## src/design/mrc_pkg.sv

```systemverilog
// Shared types, constants and helpers for the mixed-radix codec.
`default_nettype none
package mrc_pkg;

	localparam int FIELD_PLACES = 4;
	localparam int DIG_W        = 8;
	localparam int VAL_W        = 32;
	localparam int SUM_W        = 10;
	localparam int CNT_W        = 3;
	localparam int REM_W        = 10;

	localparam logic ACT_PACK   = 1'b0;
	localparam logic ACT_UNPACK = 1'b1;

	typedef enum logic [2:0] {
		REG_PLACE_COUNT = 3'd0,
		REG_RADIX_A     = 3'd1,
		REG_RADIX_B     = 3'd2,
		REG_RADIX_C     = 3'd3,
		REG_RADIX_D     = 3'd4,
		REG_BIG_ENDIAN  = 3'd5
	} cfg_reg_t;

	typedef struct packed {
		logic             action;
		logic [DIG_W-1:0] digit_a;
		logic [DIG_W-1:0] digit_b;
		logic [DIG_W-1:0] digit_c;
		logic [DIG_W-1:0] digit_d;
		logic [VAL_W-1:0] packed_in;
	} codec_in_t;

	typedef struct packed {
		logic [VAL_W-1:0] packed_out;
		logic [DIG_W-1:0] out_digit_a;
		logic [DIG_W-1:0] out_digit_b;
		logic [DIG_W-1:0] out_digit_c;
		logic [DIG_W-1:0] out_digit_d;
		logic [SUM_W-1:0] digit_sum;
		logic [VAL_W-1:0] combination_count;
	} codec_out_t;

	// Derived configuration; per-level fields are in significance order.
	typedef struct packed {
		logic [CNT_W-1:0]                   n;
		logic                               be;
		logic [FIELD_PLACES-1:0][DIG_W-1:0] rsig;
		logic [FIELD_PLACES-1:0][VAL_W-1:0] msig;
		logic [FIELD_PLACES-1:0][VAL_W-1:0] wsig;
		logic [VAL_W-1:0]                   prod;
	} cfg_t;

	typedef struct packed {
		logic             used;
		logic [DIG_W-1:0] r;
		logic [VAL_W-1:0] m;
		logic [VAL_W-1:0] w;
	} lvl_cfg_t;

	typedef struct packed {
		logic                               act;
		logic [VAL_W-1:0]                   x;
		logic [VAL_W-1:0]                   acc;
		logic [VAL_W-1:0]                   orig;
		logic [FIELD_PLACES-1:0][DIG_W-1:0] ds;
	} item_t;

	// Map between place index and significance index (the map is its own inverse).
	function automatic logic [1:0] place_of(input logic [CNT_W-1:0] n, input logic be,
		input logic [1:0] j);
		logic [CNT_W-1:0] t;
		t = n - 3'd1 - {1'b0, j};
		return be ? t[1:0] : j;
	endfunction

endpackage
`default_nettype wire

```

## src/design/mrc_level.sv

```systemverilog
// One significance level: multiply, quotient estimate, correction (three stages).
`default_nettype none
module mrc_level import mrc_pkg::*; (
	input  logic     clk,
	input  logic     arst_n,
	input  lvl_cfg_t lc,
	input  logic     in_vld,
	input  item_t    in_item,
	output logic     out_vld,
	output item_t    out_item
);

	logic               vld_s1, vld_s2, vld_s3;
	item_t              itm_s1, itm_s2, itm_s3;
	logic [2*VAL_W-1:0] mul_s1;
	logic [VAL_W-1:0]   q_s2;
	logic [REM_W-1:0]   rem_s2;

	logic [VAL_W-1:0]   opa, opb;
	logic [2*VAL_W-1:0] mul;
	logic [VAL_W-1:0]   qest;
	logic [REM_W-1:0]   qr_lo;
	logic [REM_W-1:0]   rem;
	item_t              nxt2, nxt3;
	logic               ge;
	logic [DIG_W-1:0]   dig;

	// unpack: x times reciprocal; pack: digit times place weight
	assign opa = (in_item.act == ACT_UNPACK) ? in_item.x : VAL_W'(in_item.ds[0]);
	assign opb = (in_item.act == ACT_UNPACK) ? lc.m : lc.w;
	assign mul = opa * opb;

	assign qest  = mul_s1[2*VAL_W-1:VAL_W];
	assign qr_lo = qest[REM_W-1:0] * {2'b00, lc.r};
	assign rem   = itm_s1.x[REM_W-1:0] - qr_lo;

	always_comb begin
		nxt2 = itm_s1;
		if (itm_s1.act == ACT_PACK) begin
			nxt2.acc = itm_s1.acc + mul_s1[VAL_W-1:0];
		end
	end

	// estimate is low by at most one: fix up, then rotate the digit lanes
	assign ge = (rem_s2 >= {2'b00, lc.r});

	always_comb begin
		nxt3 = itm_s2;
		dig  = itm_s2.ds[0];
		if (itm_s2.act == ACT_UNPACK && lc.used) begin
			if (ge) begin
				nxt3.x = q_s2 + VAL_W'(1);
				dig    = DIG_W'(rem_s2 - {2'b00, lc.r});
			end else begin
				nxt3.x = q_s2;
				dig    = rem_s2[DIG_W-1:0];
			end
		end
		nxt3.ds = {dig, itm_s2.ds[FIELD_PLACES-1:1]};
	end

	always_ff @(posedge clk or negedge arst_n) begin
		if (!arst_n) begin
			vld_s1 <= 1'b0;
			vld_s2 <= 1'b0;
			vld_s3 <= 1'b0;
		end else begin
			vld_s1 <= in_vld;
			vld_s2 <= vld_s1;
			vld_s3 <= vld_s2;
		end
	end

	always_ff @(posedge clk) begin
		itm_s1 <= in_item;
		mul_s1 <= mul;
		itm_s2 <= nxt2;
		q_s2   <= qest;
		rem_s2 <= rem;
		itm_s3 <= nxt3;
	end

	assign out_vld  = vld_s3;
	assign out_item = itm_s3;

endmodule
`default_nettype wire

```

## config.mk

```make
export PLATFORM = sky130hd
export DESIGN_NAME = mrc_level
export DESIGN_NICKNAME = d
export VERILOG_FILES = /design/src/design/mrc_pkg.sv /design/src/design/mrc_level.sv
export SDC_FILE = /design/constraint.sdc
export NUM_CORES = 2
export LEC_CHECK = 0
export ABC_AREA = 1
export ABC_CLOCK_PERIOD_IN_PS = 5200
export BUFFER_PORTS_ARGS = -buffer_cell sky130_fd_sc_hd__buf_2
export CAP_MARGIN = 5
export CELL_PAD_IN_SITES_DETAIL_PLACEMENT = 0
export CELL_PAD_IN_SITES_GLOBAL_PLACEMENT = 1
export CORE_UTILIZATION = 39
export DETAILED_ROUTE_END_ITERATION = 8
export PLACE_DENSITY_LB_ADDON = 0.1
export SYNTH_ARGS = -nofsm -noshare
export SYNTH_HDL_FRONTEND = slang
export SYNTH_SLANG_ARGS = --single-unit
```

## constraint.sdc

```tcl
create_clock -name clk -period 5.2 [get_ports clk]
set_input_delay 1.3 -clock clk [delete_from_list [all_inputs] [get_ports clk]]
set_output_delay 1.3 -clock clk [all_outputs]
set_load 0.005 [all_outputs]
```

### Word level (Yosys, flattened, before mapping)

Cells that the tools add are included.

* output and inout port bits: 130
* input bits: 205
* logic and storage cells: 45
* register bits after elaboration: 496

* multiply operators: 2
* reductions and logical operators: 1
* order comparisons: 1
* add/subtract/negate cells: 4
* multiplexer cells: 7

Operator list (count)
* $mux W32: 5
* $mul A32 B32 Y64: 1
* $add A32 B1 Y32 const B: 1
* $add A32 B32 Y32: 1
* $mux W8: 2
* $ge A10 B8 Y1: 1
* $mul A10 B8 Y10: 1
* $sub A10 B10 Y10: 1
* $sub A8 B8 Y8: 1
* $logic_and A1 B1 Y1: 1

### Longest topological paths before layout

* depth after elaboration: 3
* gate-level depth with buffers: 35

### Least setup slack after synthesis

Ideal clock, no wire load.

* kind: input port to flip-flop
* start: input in_item[128] in the netlist's numbering
* end: register mul_s1[59]
* stages: 27
* data arrival time: 7.523 ns
* buffers on the path: 3
* setup slack: -2.435 ns
* path through: buf_4 > buf_4 > nand2_1 > inv_1 > clkbuf_1 > nand2_1 > fa_1 > inv_1 > fa_1 > inv_1 > fa_1 > inv_1 > fa_1 > fa_1 > fa_1 > fa_1 > fa_1 > ha_1 > nand2_1 > inv_1 > a21oi_1 > a21boi_0 > nand3_1 > nand2_1 > nand3_1 > nand2_1 > nand2_1

* cells in the longest elaborated chain, start to end: 2
* elaborated cells between the ends (all ways): 3

Ends and longest elaborated chain
* start: declaration: RTL line mrc_level.sv:8 `input item_t in_item,`
* $mux W32 (on tied branches): RTL line mrc_level.sv:29, mrc_level.sv:30
* $mul A32 B32 Y64 (*): RTL line mrc_level.sv:31 `assign mul = opa * opb;`
* via mul[59]: RTL line mrc_level.sv:20 `logic [2*VAL_W-1:0] mul;`
* end signal: assignment: RTL line mrc_level.sv:76 `mul_s1 <= mul;`
* end: declaration: RTL line mrc_level.sv:15 `logic [2*VAL_W-1:0] mul_s1;`

Mark *: on every way through the listed nets, which the timed path passes. The rest lies on a longest branch.

### Worst setup path after layout

* start: input in_item[128] in the netlist's numbering
* end: register mul_s1[34]

The elaborated chain is that of the path after synthesis.

==> results by group <==
Logic synthesis
  • Largest family of logic cells by synthesized area: adder cells
  • Number of enable flip-flop cells after synthesis: 0
  • Synth Area in Simple Gates: 19.4%
  • Synthesized-area fraction occupied by adder cells: 44.8%
  • Sequential fraction of the synthesis area: 19.7%
  • Cell Area, Synth: 50,600 sq um
  • Synth Area in Compound Gates: 2.91%
  • Multiplexer share of the synthesized area: 0%
  • Synth Warn #: 0
  • Avg Inst Size Synth: 8.24 sq um
  • Xor/xnor share of the synthesized area: 1.47%
  • Most used DFF post-synth: dfxtp_1
  • Distinct cells, synth: 46
  • Synthesized flop and latch total: 496
  • Post-Syn Nets: 7,598
  • Post-synthesis async set-or-reset flop share: 0.605%
  • Syn Inst Count: 6,140

Worst setup path
  • Most common cell on crit path: fa_1
  • Worst setup path class: in2reg
  • CP max stage delay: 0.64 ns
  • CP Capture Type: flip-flop
  • CP max-delay cell: fa_2
  • Crit-path max FO: 9
  • CP required: 5.75 ns
  • CP Data Arrival Time: 7.96 ns
  • Startpoint Class: primary input

Global routing
  • First-pass GRT wire length: 286 mm
  • Vias in the first global route: 44,300
  • Initial antenna violation count: 4
  • Largest net degree at the start of global routing: 58
  • Gr usage total: 29.9%
  • Total gr overflow: 0

Clock network
  • CTS tree: done
  • CTS Buf Count: 48
  • Clock latency on the worst-skew pair: 0.64 ns
  • CTS sink count: 496
  • Max clock buf depth: 3
  • CTS H-tree lvls: 2
  • Clock Tree Root: clkbuf_16
  • CTS clock-pin slew for the worst setup and hold paths: 0.07 ns

Finish
  • Commonest non-fill, non-tap cells in the layout: nand2_1, inv_1, fa_1
  • Layout cell share with drive strength beyond 1: 24.4%
  • Area Overhead vs Synth: 28.0%
  • Commonest non-fill, non-tap cell in the layout: nand2_1
  • Nets: 8,579

Drt
  • Via density: 4.80
  • Wire per inst: 21.9 microns
  • Drt pass-1 iters: 5
  • Routed Wire Length: 195 mm
  • Initial DRC Count: 2,844
  • Antenna Nets Post-Route: 0
  • Detailed-route via count: 42,600
  • DR DRC count: 0

Place
  • Gpl congestion: 0.975
  • Worst slack, placed: -3.43 ns
  • Dpl hpwl: 170 mm
  • # port buffers: 334

Timing
  • Final setup margin: -2.21 ns
  • Slew headroom: 38.9%
  • Final setup vio count: 57
  • Unrepaired setup endpoints after global routing: yes
  • FMAX: 135 MHz
  • Slew Viols, Final: 0
  • Period utilization: 143%
  • Clock skew: 0.0546 ns
  • Hold Vio Cnt, Final: 0
  • Fin crit period: 7.41 ns
  • Slew of the pin with the lowest slew margin: 0.916 ns

Status
  • Status: finished, violations left
  • Violated checks: negative setup slack

Floorplanning
  • Cell row count: 131
  • Core Area: 128,000 sq um
  • Starting Density: 39.5%
  • Ports: 335
  • Die Width: 362 microns
  • Die Ht: 362 microns
  • Die area: 131,000 sq um

Run
  • Maxcap violations: 0

Worst hold path
  • Hold Path Class: reg2reg
## path summary, 6_finish.rpt
path	start	end	slack, ns	cells after the start
max in group asynchronous	arst_n	vld_s1	4.64	1
max reg2reg	mul_s1[36]	rem_s2[9]	0.95	13
max	in_item[128]	mul_s1[34]	-2.21	29
min reg2reg	itm_s1[116]	itm_s2[116]	0.29	0
min	itm_s1[116]	itm_s2[116]	0.29	0
min in group asynchronous	arst_n	out_vld	0.46	1
## layer usage
metal / GRT usage [%] / up-vias / share of wire (%)
met5: 0 / - / 0
met4: 10.8 / 0 / 4.2
met3: 2.52 / 291 / 4.8
met2: 51.2 / 1197 / 48
met1: 39.5 / 21300 / 43
li1: - / 19900 / -
## synth_stat cells, drive strengths merged, types with 14 or more instances
master  instances  area (sq um)
nand2        1480          5580
inv          1371          5150
fa            928         18600
nor2          749          2820
dfxtp         493          9870
ha            325          4070
a21oi         150           781
nand3         146           766
clkbuf        122           458
o21ai          95           494
xor2           57           499
buf            54           308
nor3           39           252
nand4          32           200
xnor2          28           245
or2            14          87.6
## timing repair
item                       CTS  global route
resized for setup          254           266
gates cloned                 3             0
pin swaps                   65           101
setup endpoints to repair   59            58
setup buffers               35            26
hold buffers                 0             0
## critical path: cells and delay by family
| kind | cells | cell delay, ns |
|---|---|---|
| fa+ha+maj | 9 | 4.54 |
| buf+inv | 10 | 1.01 |
| simple gates | 8 | 0.69 |
| xor+xnor | 1 | 0.22 |
| compound gates | 1 | 0.13 |
## layout make-up
type                    instances  area, sq um
repair buffers               1107         8720
inverters                    1380         5280
diodes                          1         2.50
multi-input cells            4088        37000
flip-flops and latches        496         9950
fillers                     12700        63400
clock buffers                  60         1310
clock inverters                27          315
well taps                    1729         2160
## registers in the layout, indices dropped and copies added, names as in the netlist
signal	flops
itm_s1	129
itm_s2	129
mul_s1	64
out_item	129
out_vld	1
q_s2	32
rem_s2	10
vld_s1	1
vld_s2	1
## cells by family after synthesis
| logic type | after synthesis |
|---|---|
| xor+xnor | 85 |
| simple gates | 2479 |
| fa+ha+maj | 1253 |
| compound gates | 271 |
| flops | 496 |
| buf+inv | 1556 |
## per-stage QoR
stage                     utilization, %  TNS [ns]  std cells  hold slack [ns]  instance area, sq um
after floorplan                        -   -100.72       6140            0.310                 51700
after global placement              47.3   -171.13       8737            0.310                 60700
after detailed placement            47.3   -172.26       8737            0.312                 60700
after CTS                           49.7   -108.65       8862            0.286                 63600
after global routing                50.5   -120.43       8887            0.301                 64700
final                               50.5   -110.03       8888            0.286                 64700
Power is not shown: default switching activity piles up to over one toggle a cycle in this logic, so the estimate is an artifact.
