### src/design/mrc_pkg.sv
// Shared types, constants and helpers for the mixed-radix codec.
`default_nettype none
package mrc_pkg;

	localparam int FIELD_PLACES = 4;
	localparam int DIG_W        = 8;
	localparam int VAL_W        = 32;
	localparam int SUM_W        = 10;
	localparam int CNT_W        = 3;
	localparam int REM_W        = 10;

	localparam logic ACT_PACK   = 1'b0;
	localparam logic ACT_UNPACK = 1'b1;

	typedef enum logic [2:0] {
		REG_PLACE_COUNT = 3'd0,
		REG_RADIX_A     = 3'd1,
		REG_RADIX_B     = 3'd2,
		REG_RADIX_C     = 3'd3,
		REG_RADIX_D     = 3'd4,
		REG_BIG_ENDIAN  = 3'd5
	} cfg_reg_t;

	typedef struct packed {
		logic             action;
		logic [DIG_W-1:0] digit_a;
		logic [DIG_W-1:0] digit_b;
		logic [DIG_W-1:0] digit_c;
		logic [DIG_W-1:0] digit_d;
		logic [VAL_W-1:0] packed_in;
	} codec_in_t;

	typedef struct packed {
		logic [VAL_W-1:0] packed_out;
		logic [DIG_W-1:0] out_digit_a;
		logic [DIG_W-1:0] out_digit_b;
		logic [DIG_W-1:0] out_digit_c;
		logic [DIG_W-1:0] out_digit_d;
		logic [SUM_W-1:0] digit_sum;
		logic [VAL_W-1:0] combination_count;
	} codec_out_t;

	// Derived configuration; per-level fields are in significance order.
	typedef struct packed {
		logic [CNT_W-1:0]                   n;
		logic                               be;
		logic [FIELD_PLACES-1:0][DIG_W-1:0] rsig;
		logic [FIELD_PLACES-1:0][VAL_W-1:0] msig;
		logic [FIELD_PLACES-1:0][VAL_W-1:0] wsig;
		logic [VAL_W-1:0]                   prod;
	} cfg_t;

	typedef struct packed {
		logic             used;
		logic [DIG_W-1:0] r;
		logic [VAL_W-1:0] m;
		logic [VAL_W-1:0] w;
	} lvl_cfg_t;

	typedef struct packed {
		logic                               act;
		logic [VAL_W-1:0]                   x;
		logic [VAL_W-1:0]                   acc;
		logic [VAL_W-1:0]                   orig;
		logic [FIELD_PLACES-1:0][DIG_W-1:0] ds;
	} item_t;

	// Map between place index and significance index (the map is its own inverse).
	function automatic logic [1:0] place_of(input logic [CNT_W-1:0] n, input logic be,
		input logic [1:0] j);
		logic [CNT_W-1:0] t;
		t = n - 3'd1 - {1'b0, j};
		return be ? t[1:0] : j;
	endfunction

endpackage
`default_nettype wire

### src/design/mrc_cfg.sv
// Configuration registers plus reciprocal, weight and radix-product precompute.
`default_nettype none
module mrc_cfg import mrc_pkg::*; #(
	parameter int PLACES = 4
) (
	input  logic             clk,
	input  logic             arst_n,
	input  logic             cfg_wr_en,
	input  logic [2:0]       cfg_idx,
	input  logic [DIG_W-1:0] cfg_data,
	output logic             busy,
	output cfg_t             cfg
);

	localparam int DIV_STEPS = VAL_W + 1;
	localparam int STEP_W    = $clog2(DIV_STEPS);
	localparam int LIM_I     = (PLACES < 1) ? 1 : ((PLACES < FIELD_PLACES) ? PLACES : FIELD_PLACES);
	localparam logic [CNT_W-1:0] NLIM = CNT_W'(LIM_I);

	typedef enum logic [2:0] {
		ST_IDLE = 3'b001,
		ST_DIV  = 3'b010,
		ST_WGT  = 3'b100
	} seq_t;

	seq_t                               state_q;
	logic [CNT_W-1:0]                   place_count_q;
	logic [FIELD_PLACES-1:0][DIG_W-1:0] radix_q;
	logic                               be_q;
	logic [FIELD_PLACES-1:0][VAL_W-1:0] recip_q;
	logic [FIELD_PLACES-1:0][VAL_W-1:0] wsig_q;
	logic [VAL_W-1:0]                   prod_q;
	logic [1:0]                         place_q;
	logic [STEP_W-1:0]                  cnt_q;
	logic [DIG_W-1:0]                   rem_q;
	logic [VAL_W-1:0]                   quot_q;

	logic [FIELD_PLACES-1:0][DIG_W-1:0] reff;
	logic [CNT_W-1:0]                   n_c;
	logic [DIG_W-1:0]                   r_div;
	logic [DIG_W:0]                     sh;
	logic                               ge;
	logic [DIG_W-1:0]                   rem_nxt;
	logic [VAL_W-1:0]                   quot_nxt;

	always_comb begin
		for (int p = 0; p < FIELD_PLACES; p++) begin
			reff[p] = (radix_q[p] == '0) ? DIG_W'(1) : radix_q[p];
		end
	end

	always_comb begin
		if (place_count_q == '0) begin
			n_c = CNT_W'(1);
		end else if (place_count_q > NLIM) begin
			n_c = NLIM;
		end else begin
			n_c = place_count_q;
		end
	end

	always_comb begin
		logic [1:0] pl;
		cfg.n    = n_c;
		cfg.be   = be_q;
		cfg.wsig = wsig_q;
		cfg.prod = prod_q;
		for (int j = 0; j < FIELD_PLACES; j++) begin
			pl = place_of(n_c, be_q, 2'(j));
			if (CNT_W'(j) < n_c) begin
				cfg.rsig[j] = reff[pl];
				cfg.msig[j] = recip_q[pl];
			end else begin
				cfg.rsig[j] = DIG_W'(1);
				cfg.msig[j] = '1;
			end
		end
	end

	// One restoring step of floor(2^32 / r): the dividend is a one followed by zeros.
	assign r_div    = reff[place_q];
	assign sh       = {rem_q, (cnt_q == '0)};
	assign ge       = (sh >= {1'b0, r_div});
	assign rem_nxt  = ge ? DIG_W'(sh - {1'b0, r_div}) : sh[DIG_W-1:0];
	assign quot_nxt = {quot_q[VAL_W-2:0], ge};

	always_ff @(posedge clk or negedge arst_n) begin
		if (!arst_n) begin
			place_count_q <= CNT_W'(4);
			radix_q       <= {FIELD_PLACES{DIG_W'(2)}};
			be_q          <= 1'b0;
		end else if (cfg_wr_en) begin
			unique case (cfg_reg_t'(cfg_idx))
				REG_PLACE_COUNT: place_count_q <= cfg_data[CNT_W-1:0];
				REG_RADIX_A:     radix_q[0] <= cfg_data;
				REG_RADIX_B:     radix_q[1] <= cfg_data;
				REG_RADIX_C:     radix_q[2] <= cfg_data;
				REG_RADIX_D:     radix_q[3] <= cfg_data;
				REG_BIG_ENDIAN:  be_q <= cfg_data[0];
				default: ;
			endcase
		end
	end

	always_ff @(posedge clk or negedge arst_n) begin
		if (!arst_n) begin
			state_q <= ST_IDLE;
			place_q <= '0;
			cnt_q   <= '0;
			rem_q   <= '0;
			quot_q  <= '0;
			recip_q <= {FIELD_PLACES{VAL_W'(1) << (VAL_W - 1)}};
			prod_q  <= VAL_W'(1) << NLIM;
			for (int j = 0; j < FIELD_PLACES; j++) begin
				wsig_q[j] <= VAL_W'(1) << j;
			end
		end else if (cfg_wr_en) begin
			// restart the whole precompute on any write
			state_q <= ST_DIV;
			place_q <= '0;
			cnt_q   <= '0;
			rem_q   <= '0;
			quot_q  <= '0;
		end else begin
			unique case (state_q)
				ST_IDLE: ;
				ST_DIV: begin
					if (cnt_q == STEP_W'(DIV_STEPS - 1)) begin
						recip_q[place_q] <= (r_div == DIG_W'(1)) ? '1 : quot_nxt;
						cnt_q            <= '0;
						rem_q            <= '0;
						quot_q           <= '0;
						place_q          <= place_q + 2'd1;
						if (place_q == 2'd3) begin
							state_q <= ST_WGT;
							prod_q  <= VAL_W'(1);
						end
					end else begin
						cnt_q  <= cnt_q + STEP_W'(1);
						rem_q  <= rem_nxt;
						quot_q <= quot_nxt;
					end
				end
				ST_WGT: begin
					wsig_q[place_q] <= prod_q;
					prod_q          <= VAL_W'(prod_q * VAL_W'(cfg.rsig[place_q]));
					place_q         <= place_q + 2'd1;
					if (place_q == 2'd3) begin
						state_q <= ST_IDLE;
					end
				end
				default: state_q <= ST_IDLE;
			endcase
		end
	end

	assign busy = (state_q != ST_IDLE);

	a_wr_busy: assert property (@(posedge clk) disable iff (!arst_n)
		cfg_wr_en |=> busy)
		else $error("config write did not raise busy");

	a_div_cnt: assert property (@(posedge clk) disable iff (!arst_n)
		(state_q == ST_DIV) |-> (cnt_q <= STEP_W'(DIV_STEPS - 1)))
		else $error("divider step count out of range");

	a_wgt_end: assert property (@(posedge clk) disable iff (!arst_n)
		(state_q == ST_WGT && place_q == 2'd3 && !cfg_wr_en) |=> (state_q == ST_IDLE))
		else $error("precompute did not finish after last weight");

endmodule
`default_nettype wire

### config.mk
export PLATFORM = sky130hd
export DESIGN_NAME = mrc_cfg
export DESIGN_NICKNAME = d
export VERILOG_FILES = /design/src/design/mrc_pkg.sv /design/src/design/mrc_cfg.sv
export SDC_FILE = /design/constraint.sdc
export NUM_CORES = 1
export LEC_CHECK = 0
export BUFFER_PORTS_ARGS = -buffer_cell sky130_fd_sc_hd__buf_2
export CELL_PAD_IN_SITES_DETAIL_PLACEMENT = 1
export CELL_PAD_IN_SITES_GLOBAL_PLACEMENT = 1
export CORE_ASPECT_RATIO = 2
export CORE_MARGIN = 10
export CORE_UTILIZATION = 49
export CTS_CLUSTER_SIZE = 12
export DETAILED_ROUTE_END_ITERATION = 12
export HOLD_SLACK_MARGIN = 0.12
export PLACE_DENSITY = 0.88
export SYNTH_ARGS = -nofsm -noshare
export SYNTH_HDL_FRONTEND = slang
export SYNTH_SLANG_ARGS = --single-unit
### constraint.sdc
create_clock -name clk -period 11.9 [get_ports clk]
set_clock_uncertainty 0.15 [all_clocks]
set_input_delay 2.38 -clock clk [delete_from_list [all_inputs] [get_ports clk]]
set_output_delay 2.38 -clock clk [all_outputs]
set_load 0.005 [all_outputs]
* Word-level counts from Yosys, hierarchy flattened
Cells that the tools add are included.
** Storage, ports and cells
- Flip-flop bits (word level) :: 374
- Input bits :: 14
- Output and inout bits :: 325
- Word-level logic and storage cells :: 145
** Operators by class
- Add/sub/neg operators :: 7
- Multiply operators :: 1
- Order comparisons :: 12
- Eq/ne operators :: 18
- Muxes and demuxes :: 64
- Bitwise operators :: 1
- Reductions and logical operators :: 22
** Operators with widths (count)
- $mux 32 :: 12
- $bmux 32 s2 :: 4
- $bwmux 128 :: 2
- $mux 8 :: 18
- $bmux 8 s2 :: 6
- $mux 31 :: 3
- $demux 32 s2 :: 1
- $pmux 32 s2 :: 1
- $logic_not 8->1 :: 4
- $mul 32x8->32 :: 1
- $mux 3 :: 6
- $mux 6 :: 3
- $reduce_and 2->1 :: 8
- $lt 2x3->1 const B :: 5
- $mux 2 :: 6
- $eq 3x2->1 const B :: 3
- $eq 3x3->1 const B :: 3
- $ge 9x8->1 :: 1
- $ne 3x3->1 const B :: 3
- $pmux 3 s3 :: 1
- $eq 8x1->1 const B :: 1
- $reduce_and 4->1 :: 2
- $sub 8x8->8 :: 1
- $add 6x1->6 const B :: 1
- other kinds (20) :: 29

* Longest topological paths before layout
- Depth in word-level cells :: 13
- Mapped depth :: 30
- Mapped depth without buffers :: 26

* Worst setup path after synthesis
No wires, ideal clock.
- Kind :: reg-to-reg
- Start point :: register place_count_q[2]
- End point :: register prod_q[31]
- Setup time :: 76 ps
- Arrival :: 6542 ps
- Data required time :: 11674 ps
- Slack :: 5131 ps
- Stages on the path, launching flop included :: 29
- Buffers on the path :: 5
- Clock period less this slack :: 6769 ps
- Path through :: dfstp_2 > buf_6 > nand2_1 > nand2_2 > buf_4 > clkbuf_1 > a31oi_1 > a31oi_1 > o211a_1 > clkbuf_1 > clkbuf_1 > and2_1 > fa_1 > fa_1 > fa_1 > inv_1 > fa_1 > inv_1 > ha_1 > o21ai_0 > o21bai_1 > a21oi_1 > o21ai_1 > a221o_1 > a211oi_2 > o21ai_0 > a21oi_1 > xnor3_1 > o21ai_1
** Between the ends
- Word-level cells in the longest chain between the ends :: 13
- Elaborated cells on any way between the ends :: 32
- Classes of those cells :: add/sub: 4; mul: 1; order compare: 5; mux: 21; reduce/logical: 1
** Ends and longest elaborated chain
- start, declared :: line mrc_cfg.sv:27 : logic [CNT_W-1:0] place_count_q;
- start signal, assigned :: line mrc_cfg.sv:94 : REG_PLACE_COUNT: place_count_q <= cfg_data[CNT_W-1:0];
- $gt 3x3->1 :: line mrc_cfg.sv:55 : end else if (place_count_q > NLIM) begin
- $mux 3 :: line mrc_cfg.sv:55
- $mux 3 (*) :: line mrc_cfg.sv:53 : if (place_count_q == '0) begin
- $sub 2x1->2 :: line mrc_pkg.sv:72 : t = n - 3'd1 - {1'b0, j};
- $sub 2x1->2 or $sub 2x2->2 (tied branches) :: line mrc_pkg.sv:72
- $mux 2 :: line mrc_pkg.sv:73 : return be ? t[1:0] : j;
- $bmux 8 s2 :: line mrc_cfg.sv:71 : cfg.rsig[j] = reff[pl];
- $mux 8 (implied by the code) :: line mrc_cfg.sv:71
- $mux 8 :: line mrc_cfg.sv:70 : if (CNT_W'(j) < n_c) begin
- $bmux 8 s2 (*) :: line mrc_cfg.sv:146 : prod_q <= VAL_W'(prod_q * VAL_W'(cfg.rsig[place_q]));
- $mux 8 (implied by the code) (*) :: line mrc_cfg.sv:146
- $mul 32x8->32 (*) :: line mrc_cfg.sv:146
- $pmux 32 s2 (*) :: line mrc_cfg.sv:125 : unique case (state_q)
- end signal, assigned :: line mrc_cfg.sv:113 : prod_q <= VAL_W'(1) << NLIM;
- end signal, assigned :: line mrc_cfg.sv:146
- end, declared :: line mrc_cfg.sv:32 : logic [VAL_W-1:0] prod_q;
Every way passes the cells marked *; elsewhere a longest branch is shown, timed or not. The select of a mux whose other input is x is not followed.
A chain may end at the register's enable or synchronous reset.

* Final worst setup path
Same ends and word-level chain as after synthesis.

==> results by group <==
Route
  • Routed len/inst: around 26 um
  • DR DRC count: 0
  • DRT iter0 DRCs: roughly 1.8k
  • Detailed-route via count: 22.65k
  • WL final: around 96000 um
  • Drt pass-1 iters: 5
  • Post-DR vias/cell: 6.235
  • Post-route ant nets: 0

Die
  • Die area: 62560 sq um
  • Chip height: between 300 and 400 um
  • Ports: approximately 340
  • Core area: slightly above 50000 sq um
  • Row cnt: approximately 120
  • Die X: around 180 um
  • Starting Density: 0.4959

Timing
  • Max Slew Vio Count: 0
  • Period utilization: 0.8320
  • Min Tclk post-route: approximately 10 ns
  • Worst slew margin: 0.03212
  • Fin worst setup slack: about 2.0 ns
  • Final setup viols: 0
  • FMAX: ~100 MHz
  • Slew @ Worst Pin: around 1.4 ns
  • Final setup TNS: 0 ns
  • RSZ-0062 raised after global routing: no
  • Final hold violations: 0

Synthesis
  • Count of unique library cells instantiated by Yosys: a little over 80
  • Synthesized instance count: 2747
  • Top FF cell, synth: dfrtp_1
  • Mapped Area: about 26000 sq um
  • Yosys Warn Count: 0
  • Post-synth EDFFs: 0
  • Syn nets: roughly 3.0k
  • Fraction of registers with async set/reset: 1.000
  • Avg Inst Size Synth: 9.356 sq um
  • Flops & latches, synth: around 370
  • Register area share after synthesis: 0.3649

Cells and area
  • Net count reported at finish: roughly 3.2k
  • Final non-filler cell area: 28860 sq um
  • Synthesis-to-layout area growth: 12.31%
  • Finished Core Util: 0.5570
  • Share of layout cells above drive strength 1: 0.2139

CTS
  • Setup bufs post-CTS: 0
  • Worst skew pair latency: roughly 0.56 ns
  • CTS Buffer Depth: 3
  • Post-CTS sizing: 0
  • CTS tree: built
  • H-tree levels: 2
  • Clk sinks: around 370
  • Root buf cell: clkbuf_16
  • Clock transition at path regs: roughly 0.07 ns
  • Clock buffer count from CTS: 38
  • Post-cts hold buffer count: 0

Power
  • Total power: 10.28 mW
  • Logic pwr share: 0.736
  • Leak: 14.26 nW
  • Sw frac: 0.5075
  • Clk network pwr share: 0.117
  • Internal: just over 5 mW
  • Sequential power share: 0.147
  • Power Dens Cells: 356.2 nW/um^2
  • Psw: about 5.2 mW
  • Worst VDD drop: between 0.4 and 0.5 mV

Setup path
  • Critical path capture point type: register
  • RR Startpoint: place_count_q[2]$_DFFE_PN1P_
  • Cell count of the worst reg-to-reg path: 25
  • Critical path data arrival time: 10.24 ns
  • Critical path class: register to register
  • CP Launch Point: place_count_q[2]$_DFFE_PN1P_
  • Crit path max fanout: between 70 and 80
  • Critical path required time: 12.24 ns
  • Critical Path Start Type: register

Hold path
  • Worst min path class: register to register
  • Hold path start: cfg[80]$_DFFE_PN0P_
  • Worst hold stages: 1

Global routing
  • Largest net degree at the start of global routing: ~170
  • Global Route Usage Sum: 0.2995
  • Vias in the first global route: 25.67k
  • Remaining global-route overflow: 0
  • Initial antenna violation count: 7
  • First-pass GRT wire length: between 100000 and 150000 um

Placement
  • DP HPWL: 67880 um
  • Dpl ws: 2.259 ns
  • Port Buffer Count: 338
  • RD Place Congestion: slightly below 1
  • Placement-stage cell area: about 28000 sq um

Job
  • Max_cap viols: 0

Status
  • Status: finished, final reports clean
cell families after synthesis:
family | share of synthesized area
AOI/OAI and AO/OA | 0.1214
xor gates and xnor gates | 0.01456
adders and majority gates | 0.1486
buffers and inverters | 0.05881
DFF | 0.3649
muxes | 0.1148
and+or+nand+nor | 0.1769
power by group through the flow:
stage	Clock, mW	Combinational [mW]	Sequential (mW)
3_3_place_gp	0	6.98	1.52
5_1_grt	1.27	8.34	1.52
2_1_floorplan	0	5.30	1.41
6_report	1.20	7.57	1.51
4_1_cts	1.23	7.49	1.50
3_5_place_dp	0	7.41	1.52
Yosys cell counts, drive strengths merged (5+ instances only):
| master | count | area share |
|---|---|---|
| nor2b | 8 | 0.0022 |
| nand4 | 6 | 0.0015 |
| a21o | 18 | 0.0055 |
| a22o | 31 | 0.011 |
| buf | 42 | 0.0086 |
| mux2 | 165 | 0.072 |
| and2 | 174 | 0.042 |
| o21ai | 279 | 0.054 |
| clkbuf | 159 | 0.023 |
| a31oi | 47 | 0.011 |
| a32oi | 32 | 0.011 |
| and3 | 63 | 0.015 |
| ha | 54 | 0.026 |
| a221oi | 6 | 0.0020 |
| nand3 | 64 | 0.012 |
| mux4 | 9 | 0.0079 |
| dfstp | 15 | 0.015 |
| xnor2 | 23 | 0.0078 |
| nor2 | 69 | 0.011 |
| nor4 | 6 | 0.0017 |
| fa | 157 | 0.12 |
| dfrtp | 359 | 0.35 |
| or3 | 5 | 0.0012 |
| nor3 | 10 | 0.0019 |
| a21oi | 42 | 0.0082 |
| nand2 | 532 | 0.078 |
| mux2i | 89 | 0.035 |
| inv | 184 | 0.027 |
| xor2 | 12 | 0.0041 |
| nand2b | 9 | 0.0022 |
| a211oi | 9 | 0.0028 |
sequential cells by signal, summed over array words and instances, names as in the netlist:
signal,flops
be_q,1
quot_q,31
cfg,128
cnt_q,6
place_q,2
prod_q,32
recip_q,128
place_count_q,3
rem_q,8
state_q,3
radix_q,32
final cells by class:
cell class                      count  area, sq um
Clock inverter                      4        98.84
Fill cell                        5977        22960
Timing Repair Buffer              363         1902
Antenna cell                        4        10.01
Clock buffer                       56         1070
Inverter                          185        694.4
Sequential cell                   374         9385
Multi-Input combinational cell   1987        14880
Tap cell                          660        825.8
worst max-delay path, stage by stage, from the launching register on:
cell       delay, ns
dfstp_4         0.89
buf_4           0.74
nand2_1         0.36
nand2_2         0.65
buf_4           0.60
a211oi_1        0.20
o2bb2ai_1       0.16
and4bb_1        0.90
and2_1          0.26
fa_1            0.44
fa_1            0.47
fa_1            0.51
inv_1           0.05
fa_1            0.53
inv_1           0.07
ha_1            0.34
o21ai_0         0.29
o21bai_1        0.13
a21oi_1         0.15
o21ai_1         0.14
a221o_1         0.48
a211oi_2        0.38
o21ai_0         0.15
a21oi_1         0.21
xnor3_1         0.33
o21ai_1         0.12
per-stage QoR:
step / hold WS [ns] / cells
after floorplan: 0.2992 / 2747
after global placement: 0.3186 / 3569
after detailed placement: 0.3276 / 3569
after CTS: 0.3524 / 3629
after global routing: 0.3678 / 3632
final: 0.3503 / 3633
path summary, 6_finish.rpt:
check,end,slack [ns]
max in group asynchronous,cfg[144]$_DFFE_PN0P_,7.74
worst min register to register,cfg[80]$_DFFE_PN0P_,0.35
worst max register to register,prod_q[31]$_DFFE_PN0P_,2.00
worst min-delay path,cfg[80]$_DFFE_PN0P_,0.35
min in group asynchronous,cfg[150]$_DFFE_PN0P_,1.69
worst max-delay path,prod_q[31]$_DFFE_PN0P_,2.00
routing by layer:
| metal | share of wire | vias up | GRT usage |
|---|---|---|---|
| li1 | - | 9624 | - |
| met1 | 0.34 | 11600 | 0.3047 |
| met2 | 0.53 | 1066 | 0.5453 |
| met3 | 0.068 | 360 | 0.05713 |
| met4 | 0.064 | 2 | 0.1973 |
| met5 | 0.00019 | - | 0 |
placed cells by master, fill, tap and decap left out, types with 40 or more instances in the layout:
master   synthesis  layout
dfrtp_1        359     358
buf_2            5     337
mux2_2         165     165
ha_1            54      54
a21oi_1         42      40
nand2_1        529     521
and3_1          63      63
nand3_1         64      64
and2_1         173     172
nor2_1          68      67
o21ai_0        275     275
fa_1           157     157
inv_1          181     181
a31oi_1         47      47
mux2i_1         89      89
No activity file was read; power rests on OpenSTA's default activity.
